### src/sfr_pkg.sv
// Shared types and constants for the stream find-and-replace block.
package sfr_pkg;

  localparam int MAX_PATTERN_DEF     = 8;
  localparam int MAX_REPLACEMENT_DEF = 8;

  localparam int BYTE_W      = 8;
  localparam int CFG_DATA_W  = 64;
  localparam int CFG_INDEX_W = 3;
  localparam int LEN_W       = 4;
  localparam int LANE_W      = 3;
  localparam int LIMIT_W     = 16;

  localparam logic [CFG_INDEX_W-1:0] REG_PATTERN_BYTES      = 3'd0;
  localparam logic [CFG_INDEX_W-1:0] REG_PATTERN_LENGTH     = 3'd1;
  localparam logic [CFG_INDEX_W-1:0] REG_REPLACEMENT_BYTES  = 3'd2;
  localparam logic [CFG_INDEX_W-1:0] REG_REPLACEMENT_LENGTH = 3'd3;
  localparam logic [CFG_INDEX_W-1:0] REG_REPLACE_ALL        = 3'd4;
  localparam logic [CFG_INDEX_W-1:0] REG_MAX_REPLACEMENTS   = 3'd5;

  typedef enum logic [2:0] {
    ST_IDLE,
    ST_APPEND,
    ST_TRIM,
    ST_SCAN,
    ST_REPL,
    ST_LIM_DRAIN,
    ST_LIM_BYTE,
    ST_END
  } state_t;

  typedef enum logic [1:0] {
    EMIT_NONE,
    EMIT_OLDEST,
    EMIT_CUR,
    EMIT_REPL
  } emit_t;

  typedef struct packed {
    logic  load;
    logic  append;
    emit_t emit;
    logic  repl_done;
    logic  finish;
  } cmd_t;

  typedef struct packed {
    logic limit;
    logic count_zero;
    logic count_full;
    logic over_plen;
    logic prefix;
    logic at_plen;
    logic repl_more;
    logic emit_ok;
    logic cur_last;
  } status_t;

endpackage

### src/sfr_ctrl.sv
// Controller state machine sequencing append, trim, scan, replace and flush.
module sfr_ctrl (
  input  logic             clk,
  input  logic             rst,
  input  logic             in_valid,
  output logic             in_ready,
  input  sfr_pkg::status_t status,
  output sfr_pkg::cmd_t    cmd
);
  import sfr_pkg::*;

  state_t state;
  state_t state_next;

  always_ff @(posedge clk) begin
    if (rst) begin
      state <= ST_IDLE;
    end else begin
      state <= state_next;
    end
  end

  always_comb begin
    state_next = state;
    unique case (state)
      ST_IDLE: begin
        if (in_valid) begin
          state_next = status.limit ? ST_LIM_DRAIN : ST_APPEND;
        end
      end
      ST_APPEND: begin
        if (!status.count_full) begin
          state_next = ST_TRIM;
        end
      end
      ST_TRIM: begin
        if (!status.over_plen) begin
          state_next = ST_SCAN;
        end
      end
      ST_SCAN: begin
        if (status.count_zero) begin
          state_next = ST_END;
        end else if (status.prefix) begin
          state_next = status.at_plen ? ST_REPL : ST_END;
        end
      end
      ST_REPL: begin
        if (!status.repl_more) begin
          state_next = ST_END;
        end
      end
      ST_LIM_DRAIN: begin
        if (status.count_zero) begin
          state_next = ST_LIM_BYTE;
        end
      end
      ST_LIM_BYTE: begin
        if (status.emit_ok) begin
          state_next = ST_END;
        end
      end
      ST_END: begin
        if ((!status.cur_last || status.count_zero) && status.emit_ok) begin
          state_next = ST_IDLE;
        end
      end
      default: state_next = ST_IDLE;
    endcase
  end

  always_comb begin
    in_ready      = 1'b0;
    cmd.load      = 1'b0;
    cmd.append    = 1'b0;
    cmd.emit      = EMIT_NONE;
    cmd.repl_done = 1'b0;
    cmd.finish    = 1'b0;
    unique case (state)
      ST_IDLE: begin
        in_ready = 1'b1;
        cmd.load = in_valid;
      end
      ST_APPEND: begin
        if (!status.count_full) begin
          cmd.append = 1'b1;
        end else if (status.emit_ok) begin
          cmd.emit = EMIT_OLDEST;
        end
      end
      ST_TRIM: begin
        if (status.over_plen && status.emit_ok) begin
          cmd.emit = EMIT_OLDEST;
        end
      end
      ST_SCAN: begin
        if (!status.count_zero && !status.prefix && status.emit_ok) begin
          cmd.emit = EMIT_OLDEST;
        end
      end
      ST_REPL: begin
        if (!status.repl_more) begin
          cmd.repl_done = 1'b1;
        end else if (status.emit_ok) begin
          cmd.emit = EMIT_REPL;
        end
      end
      ST_LIM_DRAIN: begin
        if (!status.count_zero && status.emit_ok) begin
          cmd.emit = EMIT_OLDEST;
        end
      end
      ST_LIM_BYTE: begin
        if (status.emit_ok) begin
          cmd.emit = EMIT_CUR;
        end
      end
      ST_END: begin
        if (status.emit_ok) begin
          if (status.cur_last && !status.count_zero) begin
            cmd.emit = EMIT_OLDEST;
          end else begin
            cmd.finish = 1'b1;
          end
        end
      end
      default: begin
        in_ready = 1'b0;
      end
    endcase
  end

endmodule

### src/sfr_datapath.sv
// Datapath: configuration registers, hold buffer, match logic and output register.
module sfr_datapath #(
  parameter int MAX_PATTERN     = sfr_pkg::MAX_PATTERN_DEF,
  parameter int MAX_REPLACEMENT = sfr_pkg::MAX_REPLACEMENT_DEF
) (
  input  logic                               clk,
  input  logic                               rst,
  input  logic                               cfg_write,
  input  logic [sfr_pkg::CFG_INDEX_W-1:0]    cfg_index,
  input  logic [sfr_pkg::CFG_DATA_W-1:0]     cfg_data,
  input  logic [sfr_pkg::BYTE_W-1:0]         in_byte,
  input  logic                               in_last,
  input  sfr_pkg::cmd_t                      cmd,
  output sfr_pkg::status_t                   status,
  output logic                               out_valid,
  input  logic                               out_ready,
  output logic [sfr_pkg::BYTE_W-1:0]         out_byte,
  output logic                               out_last
);
  import sfr_pkg::*;

  localparam int CNT_W  = $clog2(MAX_PATTERN + 1);
  localparam int HIDX_W = (MAX_PATTERN > 1) ? $clog2(MAX_PATTERN) : 1;
  localparam int RCNT_W = $clog2(MAX_REPLACEMENT + 2);

  logic [CFG_DATA_W-1:0] pattern_bytes;
  logic [LEN_W-1:0]      pattern_length;
  logic [CFG_DATA_W-1:0] replacement_bytes;
  logic [LEN_W-1:0]      replacement_length;
  logic                  replace_all;
  logic [LIMIT_W-1:0]    max_replacements;

  logic [BYTE_W-1:0]  hold [MAX_PATTERN];
  logic [CNT_W-1:0]   count;
  logic [LIMIT_W-1:0] done;
  logic [BYTE_W-1:0]  cur_byte;
  logic               cur_last;
  logic [RCNT_W-1:0]  ridx;
  logic [BYTE_W-1:0]  pend_byte;
  logic               pend_v;

  logic [CNT_W-1:0]   plen;
  logic [RCNT_W-1:0]  rlen;
  logic [LIMIT_W-1:0] limit_eff;
  logic               prefix;
  logic [LANE_W-1:0]  rlane;
  logic [BYTE_W-1:0]  emit_byte;
  logic               emitting;
  logic               push;

  always_ff @(posedge clk) begin
    if (rst) begin
      pattern_bytes      <= '0;
      pattern_length     <= LEN_W'(1);
      replacement_bytes  <= '0;
      replacement_length <= '0;
      replace_all        <= 1'b1;
      max_replacements   <= LIMIT_W'(1);
    end else if (cfg_write) begin
      unique case (cfg_index)
        REG_PATTERN_BYTES:      pattern_bytes      <= cfg_data;
        REG_PATTERN_LENGTH:     pattern_length     <= cfg_data[LEN_W-1:0];
        REG_REPLACEMENT_BYTES:  replacement_bytes  <= cfg_data;
        REG_REPLACEMENT_LENGTH: replacement_length <= cfg_data[LEN_W-1:0];
        REG_REPLACE_ALL:        replace_all        <= cfg_data[0];
        REG_MAX_REPLACEMENTS:   max_replacements   <= cfg_data[LIMIT_W-1:0];
        default: ;
      endcase
    end
  end

  always_comb begin
    if (pattern_length == '0) begin
      plen = CNT_W'(1);
    end else if (pattern_length > LEN_W'(MAX_PATTERN)) begin
      plen = CNT_W'(MAX_PATTERN);
    end else begin
      plen = CNT_W'(pattern_length);
    end
    if (replacement_length > LEN_W'(MAX_REPLACEMENT)) begin
      rlen = RCNT_W'(MAX_REPLACEMENT);
    end else begin
      rlen = RCNT_W'(replacement_length);
    end
  end

  always_comb begin
    prefix = 1'b1;
    for (int i = 0; i < MAX_PATTERN; i++) begin
      if ((CNT_W'(i) < count) && (hold[i] != pattern_bytes[8*i +: 8])) begin
        prefix = 1'b0;
      end
    end
  end

  assign limit_eff = (max_replacements == '0) ? LIMIT_W'(1) : max_replacements;
  assign rlane     = LANE_W'(ridx);

  always_comb begin
    unique case (cmd.emit)
      EMIT_OLDEST: emit_byte = hold[0];
      EMIT_CUR:    emit_byte = cur_byte;
      EMIT_REPL:   emit_byte = replacement_bytes[{rlane, 3'b000} +: 8];
      default:     emit_byte = hold[0];
    endcase
  end

  assign emitting = (cmd.emit != EMIT_NONE);
  assign push     = (emitting || cmd.finish) && pend_v;

  assign status.limit      = !replace_all && (done >= limit_eff);
  assign status.count_zero = (count == '0);
  assign status.count_full = (count == CNT_W'(MAX_PATTERN));
  assign status.over_plen  = (count > plen);
  assign status.prefix     = prefix;
  assign status.at_plen    = (count == plen);
  assign status.repl_more  = (ridx < rlen);
  assign status.emit_ok    = !pend_v || !out_valid || out_ready;
  assign status.cur_last   = cur_last;

  // hold buffer: shift out at the head, append at the fill point
  always_ff @(posedge clk) begin
    if (cmd.emit == EMIT_OLDEST) begin
      for (int i = 0; i < MAX_PATTERN - 1; i++) begin
        hold[i] <= hold[i+1];
      end
    end else if (cmd.append) begin
      hold[count[HIDX_W-1:0]] <= cur_byte;
    end
  end

  always_ff @(posedge clk) begin
    if (cmd.load) begin
      cur_byte <= in_byte;
    end
    if (emitting) begin
      pend_byte <= emit_byte;
    end
    if (push) begin
      out_byte <= pend_byte;
      out_last <= cmd.finish && cur_last;
    end
  end

  always_ff @(posedge clk) begin
    if (rst) begin
      count     <= '0;
      done      <= '0;
      cur_last  <= 1'b0;
      ridx      <= '0;
      pend_v    <= 1'b0;
      out_valid <= 1'b0;
    end else begin
      if (cmd.load) begin
        cur_last <= in_last;
        ridx     <= '0;
      end
      if (cmd.append) begin
        count <= count + CNT_W'(1);
      end
      if (cmd.emit == EMIT_OLDEST) begin
        count <= count - CNT_W'(1);
      end
      if (cmd.emit == EMIT_REPL) begin
        ridx <= ridx + RCNT_W'(1);
      end
      if (cmd.repl_done) begin
        count <= '0;
        if (done != '1) begin
          done <= done + LIMIT_W'(1);
        end
      end
      if (cmd.finish && cur_last) begin
        count <= '0;
        done  <= '0;
      end
      if (emitting) begin
        pend_v <= 1'b1;
      end else if (cmd.finish) begin
        pend_v <= 1'b0;
      end
      if (push) begin
        out_valid <= 1'b1;
      end else if (out_ready) begin
        out_valid <= 1'b0;
      end
    end
  end

endmodule

### src/stream_find_and_replace.sv
// Top level of the stream find-and-replace block.
//
// Input channel in_valid/in_ready carries one byte per item, in_last on the
// final byte of a string. Output channel out_valid/out_ready carries the
// rewritten string, out_last on its final byte. Registers are written through
// cfg_write/cfg_index/cfg_data; the user must write them only while the block
// is idle, which the block itself does not enforce. One item is processed at
// a time. Below the replacement limit an item passes through accept, append,
// trim, scan and end, with a step for each byte emitted and one more when a
// match is replaced; at the limit it passes through accept, drain of the held
// bytes, the item's own byte and end. At most 16 bytes leave per item; the
// hold buffer has a single shift-out port and the emit path carries one byte
// at a time. The last byte of each item is staged in a pending register so
// out_last can be placed, then sent with the item's end.
// Reset clears the hold buffer fill, the replacement count and the output
// valid flag and restores the register defaults. When the receiver stalls the
// output register holds its byte and the controller waits before emitting
// further bytes; in_ready stays low until the item's work is finished.
module stream_find_and_replace #(
  parameter int MAX_PATTERN     = sfr_pkg::MAX_PATTERN_DEF,
  parameter int MAX_REPLACEMENT = sfr_pkg::MAX_REPLACEMENT_DEF
) (
  input  logic                            clk,
  input  logic                            rst,
  input  logic                            cfg_write,
  input  logic [sfr_pkg::CFG_INDEX_W-1:0] cfg_index,
  input  logic [sfr_pkg::CFG_DATA_W-1:0]  cfg_data,
  input  logic                            in_valid,
  output logic                            in_ready,
  input  logic [sfr_pkg::BYTE_W-1:0]      in_byte,
  input  logic                            in_last,
  output logic                            out_valid,
  input  logic                            out_ready,
  output logic [sfr_pkg::BYTE_W-1:0]      out_byte,
  output logic                            out_last
);
  import sfr_pkg::*;

  cmd_t    cmd;
  status_t status;

  sfr_ctrl u_ctrl (
    .clk      (clk),
    .rst      (rst),
    .in_valid (in_valid),
    .in_ready (in_ready),
    .status   (status),
    .cmd      (cmd)
  );

  sfr_datapath #(
    .MAX_PATTERN     (MAX_PATTERN),
    .MAX_REPLACEMENT (MAX_REPLACEMENT)
  ) u_datapath (
    .clk       (clk),
    .rst       (rst),
    .cfg_write (cfg_write),
    .cfg_index (cfg_index),
    .cfg_data  (cfg_data),
    .in_byte   (in_byte),
    .in_last   (in_last),
    .cmd       (cmd),
    .status    (status),
    .out_valid (out_valid),
    .out_ready (out_ready),
    .out_byte  (out_byte),
    .out_last  (out_last)
  );

endmodule

### config.mk
export PLATFORM = sky130hd
export DESIGN_NAME = stream_find_and_replace
export DESIGN_NICKNAME = d
export VERILOG_FILES = /design/src/sfr_pkg.sv /design/src/sfr_ctrl.sv /design/src/sfr_datapath.sv /design/src/stream_find_and_replace.sv
export SDC_FILE = /design/constraint.sdc
export NUM_CORES = 1
export LEC_CHECK = 0
export ABC_CLOCK_PERIOD_IN_PS = 6350
export CORE_MARGIN = 1
export CORE_UTILIZATION = 65
export CTS_CLUSTER_SIZE = 16
export DETAILED_ROUTE_END_ITERATION = 7
export DONT_BUFFER_PORTS = 1
export GPL_TIMING_DRIVEN = 0
export PLACE_DENSITY = 0.81
export SYNTH_ARGS = -nofsm -noshare
export SYNTH_HDL_FRONTEND = slang
export SYNTH_SLANG_ARGS = --single-unit
### constraint.sdc
create_clock -name clk -period 6.35 [get_ports clk]
set_clock_uncertainty 0.1 [all_clocks]
set_input_delay 1.27 -clock clk [delete_from_list [all_inputs] [get_ports clk]]
set_output_delay 1.27 -clock clk [all_outputs]
set_load 0.01 [all_outputs]
==> impl_results.md <==
- Post-route DRC: 0
- Achievable frequency: ~260 MHz
- CTS tree: done
- Root buf cell: clkbuf_16
- IO buf count: 0
- Post-cts sizing count: 0
- Critical path class: reg -> reg
- Register Area: between 0.006 and 0.007 mm2
- Synth area leaders: dfxtp_1 (30%), edfxtp_1 (22%), nand2_1 (10%)
- ANT nets after route: 0
- Yosys top cell area share: 0.298
- CP delay by family, top: simple AND/OR/NAND/NOR gates
- Critical Path Sink Type: flip-flop
- Initial DRC Count: ~940
- Yosys top cell by area: dfxtp_1
- Max_slew headroom: 0.130
- Tcrit/Tclk final: 0.600
- Logic pwr share: 0.153
- CP Cell Sequence: clkbuf_1 -> inv_1 -> ha_1 -> nand3b_1 -> nand3_1 -> nor4_1 -> clkbuf_1 -> inv_1 -> nand2_1
- Synth Flop Type: dfxtp_1
- Switching power: roughly 1.2 mW
- Die width: between 100 and 150 um
- GRT Util Overall: 0.347
- Worst Hold Class: reg -> reg
- Die footprint: a little under 0.02 mm2
- Fill cells: 1,370
- Max Fanout on Critical Path: 10
- Num ports: 92
- Reg power frac: 0.470
- First-pass DRT Iterations: 6
- Synth Register Bits: between 200 and 300
- Vias: around 9,900
- Vias in the first global route: 9,550
- Core area: between 0.015 and 0.02 mm2
- First-pass GRT wire length: between 50,000 and 60,000 um
- # hold bufs at CTS: 0
- Syn avg cell area: roughly 9.2 um2
- WP buf/inv: 4
- Crit start category: flip-flop
- Post-synth EDFFs: between 80 and 90
- Async set-reset flop share out of synthesis: 0
- Postcts setup bufs: 0
- Vias per std cell: 6.12
- CTS H-tree lvls: 1
- Fin util: 0.741
- Cells after Synth: 1,339
- Initial core utilization: 0.673
- Die Ht: 139 um
- Share of cells above drive strength 1: 0.0618
- VDD IR max: between 200 and 300 uV
- Syn_nets: about 1,400
- Final hold slack: around 0.32 ns
- Final wirelength: about 34,000 um
- Multi-input logic area: roughly 0.0055 mm2
- Clock latency on the worst-skew pair: roughly 0.55 ns
- Fin cells: 1,621
- Internal power: between 3 and 4 mW
- Req. time, crit path: 6.47 ns
- Switching share of power: 0.278
- Largest net degree at the start of global routing: 15
- CP max stage cell: nor4_1
- Static Leak: between 4 and 5 nW
- Antenna violations before repair: 1
- Antenna fix cells: 0
- Total grt overflow: 0
- RSZ-0062 raised after global routing: no
- WL/cell: between 20 and 25 um
- Area growth syn-to-layout: 10.2%
- Clk pwr share: 0.377
- Largest stage delay on the critical path: a little under 1 ns
- Tightest Pin Transition: 1.29 ns
- Layout Nets: around 1,500
- DP Cell Count: 1,569
- Reg clk slew, reported paths: ~0.06 ns
- PD cells: 325 mW/mm2
- Number of cell rows: 49
- Synth Cell Area: approximately 0.012 mm2
- Worst Path Arrival: between 3 and 4 ns
- Register area share after synthesis: 0.516
- Status: complete, no violations
- Final Hold Fails: 0
- Dpl hpwl: approximately 25,000 um
- Max-cap violation count: 0
- Synth unique cells: 64
- Placer Congestion: between 0.9 and 1
- Num CTS Buffers: 28
- Clock tree sinks: roughly 270
- Final setup violation count: 0
- Min cycle time layout: roughly 3.8 ns
- Bufs on Longest Clock Path: 3
- Setup_tns: 0 ns
- Max Slew Vio Count: 0
- YS warnings: 0
worst reg2reg max path, cell delays in order, from the launching register on:
cell and delay [ns]:
dfxtp_1 0.36, clkbuf_1 0.29, inv_1 0.16, ha_1 0.32, nand3b_1 0.19, nand3_1 0.29, nor4_1 0.98, clkbuf_1 0.41
inv_1 0.10, nand2_1 0.28
power groups by stage:
stage / Combinational [mW] / Sequential (mW) / Clock [mW]
2_1_floorplan: 0.495 / 2.06 / 0
3_3_place_gp: 0.636 / 2.10 / 0
3_5_place_dp: 0.654 / 2.10 / 0
4_1_cts: 0.661 / 2.07 / 1.66
5_1_grt: 0.741 / 2.08 / 1.73
6_report: 0.672 / 2.07 / 1.66
cells in the mapped netlist, types with 15 or more instances:
cell	number
nor2_1	84
a21oi_1	195
mux4_2	16
inv_1	39
nand4_1	15
ha_1	28
clkbuf_1	61
nor3_1	15
nand3_1	15
o21ai_0	31
xnor2_1	34
mux2i_1	26
nand2_1	334
xor2_1	42
edfxtp_1	89
dfxtp_1	183
through the flow:
step / instance area, um2 / worst slack, ns / power (mW)
2_1_floorplan: 12300 / 3.37 / 2.56
3_3_place_gp: 12600 / 2.56 / 2.74
3_5_place_dp: 12600 / 2.68 / 2.76
4_1_cts: 13500 / 2.63 / 4.39
5_1_grt: 13500 / 2.25 / 4.55
6_report: 13500 / 2.54 / 4.40
sequential cells by signal, indices dropped and copies added (netlist names), 8 cells and up:
name,flops
u_datapath.out_byte,8
u_datapath.cur_byte,8
u_datapath.done,16
u_datapath.pattern_bytes,64
u_datapath.pend_byte,8
u_datapath.replacement_bytes,64
u_datapath.max_replacements,16
u_datapath.hold,64
path summary, 6_finish.rpt:
kind,to,slack [ns],startpoint,cells after the start
max reg2reg,u_datapath.hold[2][3]$_DFFE_PP_,2.54,u_datapath.count[0]$_SDFFE_PP0P_,9
max,u_datapath.hold[2][3]$_DFFE_PP_,2.54,u_datapath.count[0]$_SDFFE_PP0P_,9
min reg2reg,u_datapath.out_byte[3]$_DFFE_PP_,0.32,u_datapath.pend_byte[3]$_DFFE_PP_,0
min,u_datapath.out_byte[3]$_DFFE_PP_,0.32,u_datapath.pend_byte[3]$_DFFE_PP_,0
area by class of cell:
class / count / area share
Clock inverter: 15 / 0.00841
Clock buffer: 37 / 0.0619
Multi-Input combinational cell: 952 / 0.406
Inverter: 39 / 0.0108
Tap cell: 229 / 0.0212
Sequential cell: 272 / 0.468
Buffer: 76 / 0.0231
Timing Repair Buffer: 1 / 0.000832
routing by layer:
layer  vias up  GRT usage  wire [um]
li1       4679          -          -
met1      4633      0.425      12900
met5         -          0          0
met3       116     0.0881       3280
met2       498      0.559      15400
met4         0      0.201       2030
cell usage in the layout (no fill, tap or decap), types with 4 or more instances in the layout:
| cell | n |
|---|---|
| buf_1 | 5 |
| xor2_1 | 42 |
| nor2_1 | 84 |
| clkinv_1 | 7 |
| nor4_1 | 14 |
| buf_2 | 7 |
| inv_1 | 39 |
| a221o_1 | 8 |
| clkbuf_16 | 31 |
| nor2b_1 | 7 |
| clkbuf_1 | 63 |
| xnor2_1 | 34 |
| nand2b_1 | 8 |
| ha_1 | 28 |
| o21ai_0 | 31 |
| or3_1 | 13 |
| o211ai_1 | 4 |
| and3_1 | 5 |
| edfxtp_1 | 89 |
| nand3_1 | 15 |
| a21oi_1 | 195 |
| nand2_1 | 334 |
| mux2i_1 | 26 |
| nor3_1 | 14 |
| clkbuf_8 | 4 |
| a21o_1 | 8 |
| dfxtp_1 | 183 |
| mux4_2 | 16 |
| nand4_1 | 15 |
kinds of logic (layout without fill, tap and decap cells):
| family | after synthesis | count (layout) | synth area share |
|---|---|---|---|
| AND/OR/NAND/NOR | 532 | 532 | 0.187 |
| AO/OA/AOI/OAI | 272 | 272 | 0.125 |
| flip-flops | 272 | 272 | 0.516 |
| buffers and inverters | 115 | 168 | 0.0374 |
| XOR/XNOR | 77 | 77 | 0.0555 |
| multiplexers | 43 | 43 | 0.0514 |
| adder cells (fa/ha/maj) | 28 | 28 | 0.0285 |
Power figures use the tool's default switching activity.
